===== src/rtl/wfdp_pkg.sv =====
`timescale 1ns / 1ps
// shared types and constants of the watermark fifo with drop policy
package wfdp_pkg;

  localparam int ItemFieldW = 64;
  localparam int CfgW       = 11;
  localparam int StatW      = 32;
  localparam int NumCnt     = 6;

  // op field codes
  localparam logic [2:0] OP_PUSH      = 3'd0;
  localparam logic [2:0] OP_TRY_PUSH  = 3'd1;
  localparam logic [2:0] OP_POP       = 3'd2;
  localparam logic [2:0] OP_PEEK      = 3'd3;
  localparam logic [2:0] OP_CANCEL    = 3'd4;
  localparam logic [2:0] OP_CLEAR     = 3'd5;
  localparam logic [2:0] OP_READ_STAT = 3'd6;

  // configuration register indexes
  localparam logic [1:0] REG_CAPACITY  = 2'd0;
  localparam logic [1:0] REG_HIGH_MARK = 2'd1;
  localparam logic [1:0] REG_LOW_MARK  = 2'd2;
  localparam logic [1:0] REG_POLICY    = 2'd3;

  localparam logic [1:0] POL_DROP_OLDEST = 2'd1;

  // counter slots
  localparam int CNT_ENQ  = 0;
  localparam int CNT_DEQ  = 1;
  localparam int CNT_DROP = 2;
  localparam int CNT_FULL = 3;
  localparam int CNT_HIGH = 4;
  localparam int CNT_LOW  = 5;

  localparam logic [2:0] STAT_PEAK = 3'd6;
  localparam logic [2:0] STAT_MEAN = 3'd7;

  typedef enum logic [2:0] {
    KIND_PUSH,
    KIND_TRY_PUSH,
    KIND_POP,
    KIND_PEEK,
    KIND_CANCEL,
    KIND_CLEAR,
    KIND_READ_STAT,
    KIND_NOP
  } kind_e;

  typedef enum logic [2:0] {
    CLS_NORMAL   = 3'd0,
    CLS_LOW      = 3'd1,
    CLS_HIGH     = 3'd2,
    CLS_FULL     = 3'd3,
    CLS_SHUTDOWN = 3'd4
  } class_e;

  typedef enum logic [2:0] {
    ST_IDLE,
    ST_EXEC,
    ST_CLASSIFY,
    ST_AVERAGE,
    ST_RESULT
  } state_e;

  typedef struct packed {
    logic [2:0]            op;
    logic [ItemFieldW-1:0] item_data;
    logic [2:0]            stat_index;
  } in_word_t;

  typedef struct packed {
    logic                  success;
    logic                  item_valid;
    logic [ItemFieldW-1:0] out_data;
    logic [CfgW-1:0]       depth;
    logic [2:0]            queue_state;
    logic                  state_changed;
    logic [StatW-1:0]      stat_value;
  } out_word_t;

  typedef struct packed {
    kind_e                 kind;
    logic [ItemFieldW-1:0] data;
    logic [2:0]            stat_index;
  } cmd_t;

endpackage


===== src/rtl/wfdp_front.sv =====
`timescale 1ns / 1ps
// front end: accepts words, decodes the op and buffers commands in a two entry queue
module wfdp_front (
  input  logic              clk_i,
  input  logic              rst_ni,
  input  logic              in_valid_i,
  output logic              in_ready_o,
  input  wfdp_pkg::in_word_t in_word_i,
  output logic              cmd_valid_o,
  input  logic              cmd_ready_i,
  output wfdp_pkg::cmd_t    cmd_o
);

  wfdp_pkg::cmd_t slot_q [2];
  wfdp_pkg::cmd_t cmd_d;
  logic           wr_q, rd_q;
  logic [1:0]     fill_q;
  logic           push, pop;

  always_comb begin
    cmd_d.data = in_word_i.item_data;
    cmd_d.stat_index = in_word_i.stat_index;
    unique case (in_word_i.op)
      wfdp_pkg::OP_PUSH:      cmd_d.kind = wfdp_pkg::KIND_PUSH;
      wfdp_pkg::OP_TRY_PUSH:  cmd_d.kind = wfdp_pkg::KIND_TRY_PUSH;
      wfdp_pkg::OP_POP:       cmd_d.kind = wfdp_pkg::KIND_POP;
      wfdp_pkg::OP_PEEK:      cmd_d.kind = wfdp_pkg::KIND_PEEK;
      wfdp_pkg::OP_CANCEL:    cmd_d.kind = wfdp_pkg::KIND_CANCEL;
      wfdp_pkg::OP_CLEAR:     cmd_d.kind = wfdp_pkg::KIND_CLEAR;
      wfdp_pkg::OP_READ_STAT: cmd_d.kind = wfdp_pkg::KIND_READ_STAT;
      default:                cmd_d.kind = wfdp_pkg::KIND_NOP;
    endcase
  end

  assign in_ready_o  = (fill_q != 2'd2);
  assign cmd_valid_o = (fill_q != 2'd0);
  assign cmd_o       = slot_q[rd_q];
  assign push        = in_valid_i && in_ready_o;
  assign pop         = cmd_valid_o && cmd_ready_i;

  always_ff @(posedge clk_i or negedge rst_ni) begin
    if (!rst_ni) begin
      wr_q   <= 1'b0;
      rd_q   <= 1'b0;
      fill_q <= 2'd0;
    end else begin
      if (push) begin
        wr_q <= ~wr_q;
      end
      if (pop) begin
        rd_q <= ~rd_q;
      end
      if (push && !pop) begin
        fill_q <= fill_q + 2'd1;
      end else if (pop && !push) begin
        fill_q <= fill_q - 2'd1;
      end
    end
  end

  always_ff @(posedge clk_i) begin
    if (push) begin
      slot_q[wr_q] <= cmd_d;
    end
  end

endmodule


===== config.mk =====
export PLATFORM = sky130hd
export DESIGN_NAME = wfdp_front
export DESIGN_NICKNAME = d
export VERILOG_FILES = /design/src/rtl/wfdp_pkg.sv /design/src/rtl/wfdp_front.sv
export SDC_FILE = /design/constraint.sdc
export NUM_CORES = 1
export LEC_CHECK = 0
export ABC_AREA = 1
export BUFFER_PORTS_ARGS = -buffer_cell sky130_fd_sc_hd__buf_2
export CELL_PAD_IN_SITES_DETAIL_PLACEMENT = 1
export CELL_PAD_IN_SITES_GLOBAL_PLACEMENT = 1
export CORE_MARGIN = 3
export CORE_UTILIZATION = 44
export DETAILED_ROUTE_END_ITERATION = 8
export HOLD_SLACK_MARGIN = 0.08
export MAX_ROUTING_LAYER = met4
export PLACE_DENSITY_LB_ADDON = 0.3
export REMOVE_ABC_BUFFERS = 1
export SLEW_MARGIN = 20
export SYNTH_ARGS = -nofsm -noshare
export SYNTH_HDL_FRONTEND = slang
export SYNTH_SLANG_ARGS = --single-unit

===== constraint.sdc =====
create_clock -name clk_i -period 6.68 [get_ports clk_i]
set_clock_uncertainty 0.15 [all_clocks]
set_input_delay 2.004 -clock clk_i [delete_from_list [all_inputs] [get_ports clk_i]]
set_output_delay 2.004 -clock clk_i [all_outputs]
set_load 0.03 [all_outputs]

## After elaboration in Yosys (flattened, before gate mapping)

Memory sizes are Yosys's and may differ from the RTL's.
Index checks and enable logic that the tools add are counted.

- Bits in registers: 4
- Bits in writable memories: 140
- Input bits: 74
- Output and inout bits: 72
- Word-level logic and storage cells: 29
- Memories: 1

- Add/subtract/negate cells: 2
- Equal/unequal tests: 7
- Multiplexer cells: 5
- Bitwise operators: 2
- Reductions and logical operators: 9

Memories:

| memory | depth | bits a word | rd ports | clocked after Yosys merged registers in | wr ports | RTL line | source |
|---|---|---|---|---|---|---|---|
| slot_q | 2 | 70 | 1 | 0 | 1 | wfdp_front.sv:14 | `wfdp_pkg::cmd_t slot_q [2];` |

Operator list:

| kind | count |
|---|---|
| one-hot mux 3 bit (7 select lines) | 1 |
| == test 3 bit (second input constant) | 3 |
| == test 3 x 2 -> 1 bit (second input constant) | 2 |
| logical AND 1 bit | 4 |
| 2-to-1 mux 2 bit | 2 |
| nonzero test 2 bit | 2 |
| == test 3 x 1 -> 1 bit (second input constant) | 1 |
| zero test 3 bit | 1 |
| adder 2 x 1 -> 2 bit (second input constant) | 1 |
| zero test 1 bit | 2 |
| 2-to-1 mux 1 bit | 2 |
| inequality test 2 bit (second input constant) | 1 |
| inverter 1 bit | 2 |
| subtractor 2 x 1 -> 2 bit (second input constant) | 1 |

## Depth between registers and ports, before layout

Gate-level depths: netlist (run 1).

- Depth after elaboration: 6
- Depth in mapped cells: 10
- Depth with buffers taken out: 10

## Worst setup path after synthesis (run 1)

Ideal clock, no wire load.

- Path type: input to register
- From: in in_valid_i
- To: mem slot_q[0][0] (netlist name), enable pin
- Setup time: 0.499 ns
- Arrival: 5.018 ns
- Required time: 6.031 ns
- Slack: 1.014 ns
- Stages on the path: 2
- Path buffers: 0
- Cell sequence: nand2_2 > nor2_1

- Word-level cells in the longest chain between the ends: 3

RTL lines:

| item | RTL line | source |
|---|---|---|
| from (decl) | wfdp_front.sv:6 | `input logic in_valid_i,` |
| logical AND 1 bit | wfdp_front.sv:38 | `assign push = in_valid_i && in_ready_o;` |
| 2-to-1 mux 1 bit | wfdp_front.sv:62 | `if (push) begin` |
| 2-to-1 mux 1 bit (implied by the code) | wfdp_front.sv:63 | `slot_q[wr_q] <= cmd_d;` |
| to (decl) | wfdp_front.sv:14 |  |

No other way between the ends.

==> results of run 1 <==
-- Yosys cell counts --
library cell	instances	share of area
buf_2	6	0.0056
buf_4	1	0.0014
buf_6	8	0.017
clkbuf_1	3	0.0021
dfrtp_1	4	0.019
edfxtp_1	140	0.78
ha_1	1	0.0023
inv_1	6	0.0042
inv_6	1	0.0016
nand2_1	219	0.15
nand2_2	1	0.0012
nand3_1	2	0.0019
nand4_1	1	0.0012
nor2_1	2	0.0014
xnor2_1	1	0.0016
xor2_1	1	0.0016
-- layout make-up --
class | instances | area share
Clock buffer | 26 | 0.0743
Clock inverter | 6 | 0.00820
Inverter | 7 | 0.00466
Multi-Input combinational cell | 228 | 0.134
Sequential cell | 144 | 0.641
Tap cell | 143 | 0.0266
Timing Repair Buffer | 148 | 0.111
-- worst max-delay path, stage by stage, from the launching register on --
cell,delay (ns)
dfrtp_2,0.71
buf_4,0.53
inv_6,0.31
nand2_1,0.16
nand2_1,0.08
buf_2,0.18
-- worst min-delay path by stage --
stage,from,to,slack (ns)
6_report,fill_q[0],fill_q[0],0.35
5_1_grt,fill_q[0],fill_q[0],0.37
4_1_cts,fill_q[0],fill_q[0],0.35
3_5_place_dp,fill_q[0],fill_q[0],0.34
3_3_place_gp,fill_q[1],fill_q[1],0.33
2_1_floorplan,fill_q[1],fill_q[1],0.31
-- layout by cell type (no fill, tap or decap) --
cell type and count:
nand2_1 219, buf_2 145, edfxtp_1 140, clkbuf_16 17, inv_1 6, clkbuf_1 5
clkinv_2 5, clkbuf_8 4, dfrtp_1 3, buf_4 3, nor2_4 2, nand3_1 2
inv_6 1, nand2_2 1, xnor2_1 1, xor2_1 1, nand4_1 1, ha_1 1
bufinv_16 1, dfrtp_2 1
-- power groups by stage --
stage,clock (mW),combinational (mW),sequential (mW)
floorplan,0,0.840,1.35
global placement,0,1.26,1.32
detailed placement,0,1.29,1.34
CTS,0.893,1.29,1.32
global route,0.938,1.38,1.34
finish,0.875,1.26,1.32
-- metal layers --
layer  up-vias  share of wire  GRT usage  wire length [um]
li1       1628              -          -                 -
met1      1604           0.44      0.227              5120
met2       107           0.49      0.294              5800
met3        14          0.055     0.0487               641
met4         0          0.014     0.0750               162
met5         -              0          -                 0
-- stage by stage --
step / hold WS, ns / cell area (um^2) / util
6_report: 0.348 / 6720 / 0.576
5_1_grt: 0.367 / 6720 / 0.576
4_1_cts: 0.352 / 6720 / 0.576
3_5_place_dp: 0.342 / 6160 / 0.528
3_3_place_gp: 0.328 / 6160 / 0.528
2_1_floorplan: 0.312 / 5220 / -
-- kinds of logic (layout without fill, tap and decap cells) --
group | Yosys count | in the layout | synth area share
xor+xnor | 2 | 2 | 0.00327
fa+ha+maj | 1 | 1 | 0.00234
buf+inv | 25 | 187 | 0.0318
flops | 144 | 144 | 0.804
simple gates | 225 | 225 | 0.159
-- registers in the layout, summed over array words and instances (netlist names) --
| register | count |
|---|---|
| fill_q | 2 |
| rd_q | 1 |
| wr_q | 1 |
| slot_q | 140 |
==> run_results.csv, run 1 <==
group,metric,value,unit
final_layout,finalNonFillerCells,702,
place,port_buffers,145,
global_routing,antenna_found_initial,0,
final_layout,seq_area,4310,um^2
sta,tns,0,ns
sta,tightest_slew,0.808,ns
routing,drtPass1Iterations,4,
status,status,"complete, no violations",
min_path,hold_depth,1,
place,dp_hpwl,7.81,mm
critical_path,r2r_setup_slack,4.14,ns
logic_synthesis,syn_inst,397,
die,die_x,116,um
die,core_area,11700,um^2
place,place_ws,2.50,ns
routing,post_drt_via_cell_ratio,4.78,
final_layout,diodes,0,
pwr,fin_total_pwr,3.45,mW
sta,slew_viol_final,0,
final_layout,fin_nets,621,
place,placed_cells,670,
cts,clk_pin_slew,0.05,ns
global_routing,grt_max_degree,72,
pwr,irDropWorstVdd,0.220,mV
cts,root_buffer,"clkbuf_16",
critical_path,r2r-start,"fill_q[0]",
routing,drcViolationCount,0,
sta,rsz0062_at_grt,"false",
die,rows,39,
sta,setup_viol,0,
pwr,switching_share,0.396,
critical_path,worstSetupPathType,"reg -> out",
die,die_area,13500,um^2
logic_synthesis,syn_area,5360,um^2
cts,clock_sinks,144,
pwr,pwr-share-clk,0.254,
sta,fin_crit_sh,0.687,
pwr,p_leak,2.93,nW
pwr,power.switching,1.37,mW
final_layout,drive_gt1_frac,0.322,
cts,postCtsSetupBuffers,0,
critical_path,crit_fanout,71,
pwr,p_per_area,513,nW/um^2
global_routing,grt.total_usage,0.185,
global_routing,grt_pass1_wl,17.7,mm
critical_path,worstPathArrival,2.44,ns
logic_synthesis,ys_ff_latch,144,
die,initial_core_util,0.459,
critical_path,crit_start,"rd_q",
run,cap_violations,0,
sta,max_freq,218,MHz
die,pin_count,146,
pwr,comb_power_share,0.364,
die,die_h,116,um
logic_synthesis,syn_area_per_cell,13.5,um^2
sta,fin_crit,4.59,ns
sta,finalHoldViolations,0,
critical_path,worst-r2r-cell-count,5,
logic_synthesis,synth_cell_types,16,
routing,drt-initial-drc-count,148,
critical_path,rr_endpoint,"slot_q[1][55]",
critical_path,required,4.53,ns
cts,clk_latency,0.40,ns
cts,post_cts_resize_count,0,
logic_synthesis,yosysSeqAreaShare,0.804,
cts,cts_buffers,17,
sta,timing.slew.headroom,0.460,
cts,holdBufCountCts,0,
cts,tritoncts,"done",
place,place.gp.congestion,0.730,
routing,route.vias.total,3353,
critical_path,cp-start-kind,"flip-flop",
pwr,internal_power,2.08,mW
logic_synthesis,yosysWarnings,0,
routing,routed_wl,11.7,mm
sta,postLayoutSetupSlackWorst,2.09,ns
pwr,pwr-share-seq,0.382,
final_layout,area_growth,25.4,%
cts,htreeDepth,4,
min_path,hold_path.class,"reg -> reg",
global_routing,grt_overflow,0,
global_routing,grt_pass1_vias,3499,
cts,clockBufferDepth,2,
critical_path,cp-end-kind,"output pin",
final_layout,nFillCells,1188,
routing,wl_per_cell,16.7,um
final_layout,multi_input_area,897,um^2
critical_path,critPathCapture,"cmd_o[45]",
routing,final_antenna_net_count,0,
Power figures use the tool's default switching activity.
==> run 2, diff against run 1 <==
--- a/config.mk
+++ b/config.mk
@@ -5,12 +5,12 @@
 export SDC_FILE = /design/constraint.sdc
 export NUM_CORES = 1
 export LEC_CHECK = 0
-export ABC_AREA = 1
+export ABC_AREA = 0
 export BUFFER_PORTS_ARGS = -buffer_cell sky130_fd_sc_hd__buf_2
 export CELL_PAD_IN_SITES_DETAIL_PLACEMENT = 1
 export CELL_PAD_IN_SITES_GLOBAL_PLACEMENT = 1
 export CORE_MARGIN = 3
-export CORE_UTILIZATION = 44
+export CORE_UTILIZATION = 40
 export DETAILED_ROUTE_END_ITERATION = 8
 export HOLD_SLACK_MARGIN = 0.08
 export MAX_ROUTING_LAYER = met4
==> constraint.sdc (replaced) <==
create_clock -name clk_i -period 4.11 [get_ports clk_i]
set_clock_uncertainty 0.15 [all_clocks]
set_input_delay 1.233 -clock clk_i [delete_from_list [all_inputs] [get_ports clk_i]]
set_output_delay 1.233 -clock clk_i [all_outputs]
set_load 0.03 [all_outputs]
==> run 2 against run 1 <==
Net effect: via count shrank 19%; sequential power is 65% higher; design area rose by 5.1%; non-clock buffer count is the same; first-iteration DRC count grew 27%; clock power is 77% higher; synthesized cell count is 40% lower.
==> run_results.csv, run 2 <==
group,metric,value,unit
critical_path,cp-start-kind,"flip-flop",
routing,wl_per_cell,17.6,um
pwr,power.switching,1.94,mW
final_layout,diodes,0,
logic_synthesis,syn_area,5610,um^2
min_path,hold_depth,1,
cts,cts_buffers,17,
place,place_ws,1.09,ns
critical_path,r2r-start,"fill_q[0]",
logic_synthesis,ys_ff_latch,144,
sta,finalHoldViolations,0,
place,dp_hpwl,6.78,mm
cts,clock_sinks,144,
cts,root_buffer,"clkbuf_16",
sta,tightest_slew,0.992,ns
logic_synthesis,synthSimpleGateAreaFrac,0.00602,
sta,setup_viol,0,
logic_synthesis,syn_inst,239,
die,rows,42,
global_routing,grt.total_usage,0.142,
routing,drtPass1Iterations,6,
final_layout,largest-register,"slot_q",
die,die_x,124,um
pwr,pwr-share-clk,0.269,
global_routing,antenna_found_initial,0,
pwr,comb_power_share,0.355,
sta,fin_crit,3.42,ns
pwr,internal_power,3.84,mW
cts,tritoncts,"done",
final_layout,largest_reg_flops,140,
place,place.gp.congestion,0.683,
sta,slew_viol_final,0,
die,core_area,13500,um^2
cts,clk_pin_slew,0.05,ns
die,initial_core_util,0.417,
final_layout,fin_util,0.524,
cts,clockBufferDepth,2,
sta,fin_crit_sh,0.833,
logic_synthesis,synth_edf_count,140,
min_path,hold_path.class,"reg -> reg",
global_routing,grt_max_degree,71,
critical_path,required,2.73,ns
global_routing,grt_overflow,0,
die,die_area,15500,um^2
logic_synthesis,synth_most_common_cell,"edfxtp_1",
sta,postLayoutSetupSlackWorst,0.687,ns
routing,drcViolationCount,0,
final_layout,final_common_cell,"buf_2",
sta,max_freq,292,MHz
logic_synthesis,syn_area_per_cell,23.5,um^2
cts,htreeDepth,4,
logic_synthesis,yosys.area.top_type_share,0.750,
logic_synthesis,synth_mux_area_frac,0.187,
pwr,irDropWorstVdd,0.822,mV
critical_path,r2r_setup_slack,2.07,ns
routing,route.vias.total,2714,
routing,post_drt_via_cell_ratio,4.65,
final_layout,drive_gt1_frac,0.615,
final_layout,final_cell_mix,"145 x buf_2, 140 x edfxtp_1, 69 x mux2_4",
critical_path,cp-end-kind,"output pin",
cts,clk_latency,0.41,ns
logic_synthesis,yosysTopAreaCell,"edfxtp_1",
global_routing,grt_pass1_vias,3036,
cts,holdBufCountCts,0,
critical_path,rr_endpoint,"slot_q[1][51]",
logic_synthesis,synth_xor_area_frac,0.00781,
logic_synthesis,synthTopCellsByCount,"140 x edfxtp_1, 69 x mux2_4, 7 x buf_12",
routing,final_antenna_net_count,0,
critical_path,worstPathArrival,2.04,ns
critical_path,crit_fanout,36,
sta,rsz0062_at_grt,"false",
pwr,p_leak,2.86,nW
final_layout,reg_top3,"slot_q: 140 flops, fill_q: 2 flops",
die,die_h,124,um
logic_synthesis,synth-adder-area-share,0.00223,
logic_synthesis,yosysSeqAreaShare,0.768,
logic_synthesis,yosysWarnings,0,
pwr,switching_share,0.336,
status,status,"complete, no violations",
cts,post_cts_resize_count,0,
min_path,hold_path_end,"fill_q[1]",
logic_synthesis,synth_cell_types,16,
die,pin_count,146,
critical_path,worstSetupPathType,"reg -> out",
pwr,p_per_area,820,nW/um^2
logic_synthesis,synthFlopType,"edfxtp_1",
place,port_buffers,145,
final_layout,nFillCells,1298,
logic_synthesis,synth_top_family_by_area,"multiplexers",
global_routing,grt_pass1_wl,16.2,mm
critical_path,worst-r2r-cell-count,2,
routing,routed_wl,10.3,mm
min_path,min-delay-start,"fill_q[1]",
routing,drt-initial-drc-count,188,
logic_synthesis,async_flop_share,0.0278,
pwr,fin_total_pwr,5.78,mW
final_layout,area_growth,25.8,%
cts,postCtsSetupBuffers,0,
final_layout,fin_nets,470,
logic_synthesis,synth_compound_area_frac,0,
logic_synthesis,synth_top_cells_by_area,"edfxtp_1 75%, mux2_4 18%, buf_12 2.5%",
run,cap_violations,0,
pwr,pwr-share-seq,0.377,
sta,timing.slew.headroom,0.338,
run 2: cell count changes in the layout (fill, tap and decap cells not counted), moves of 3 or more:
cell,change
nand2_1,-217
inv_1,-5
clkbuf_8,-4
mux2_4,+69
clkinv_2,+3
clkbuf_1,-4
bufinv_16,+3
run 2: how the worst max path moves through the flow:
stage                           from           end  slack, ns  depth (start not counted)
after floorplan           in_valid_i  slot_q[0][0]      -0.80                          2
final                           rd_q     cmd_o[16]       0.69                          3
after CTS                       rd_q     cmd_o[16]       0.64                          3
after global placement          rd_q     cmd_o[69]       1.10                          3
after detailed placement        rd_q     cmd_o[16]       1.09                          3
after global routing            rd_q     cmd_o[69]       0.57                          3
run 2: through the flow:
step	setup TNS (ns)	cells	hold WS, ns	cell area, um^2
6_report	0	584	0.352	7060
5_1_grt	0	584	0.376	7060
4_1_cts	0	584	0.356	7060
3_5_place_dp	0	552	0.340	6450
3_3_place_gp	0	552	0.327	6450
2_1_floorplan	-81.77	228	0.306	5450
run 2: area by class of cell:
class | count | area, um^2 | share of cell area
sequential | 144 | 4310 | 0.611
multi-input combinational | 83 | 1150 | 0.163
timing repair buffer | 148 | 773 | 0.110
clock buffer | 18 | 429 | 0.0608
tap | 176 | 220 | 0.0312
clock inverter | 14 | 171 | 0.0243
inverter | 1 | 3.75 | 0.000532
run 2: worst max-delay path: stages, from the launching register on:
cell	delay, ns
dfrtp_4	0.74
buf_12	0.33
mux2_4	0.34
buf_2	0.18
run 2: power groups by stage:
stage / Sequential (mW) / Clock, mW / Combinational (mW)
3_3_place_gp: 2.19 / 0 / 2.07
6_report: 2.18 / 1.55 / 2.05
5_1_grt: 2.22 / 1.67 / 2.18
4_1_cts: 2.19 / 1.59 / 2.10
2_1_floorplan: 2.27 / 0 / 1.55
3_5_place_dp: 2.21 / 0 / 2.09
run 2: cells by family (layout without fill, tap and decap cells):
kind of cell / count (synthesis) / count (layout)
flops: 144 / 144
fa+ha+maj: 1 / 1
simple gates: 7 / 7
xor+xnor: 5 / 5
buf+inv: 12 / 181
mux: 70 / 70
run 2: per-layer routing:
metal,wire length (um),vias to the layer above,track usage
met5,0,-,-
met4,143,0,0.0542
met3,634,13,0.0497
met2,4940,107,0.215
met1,4540,1345,0.175
li1,-,1249,-
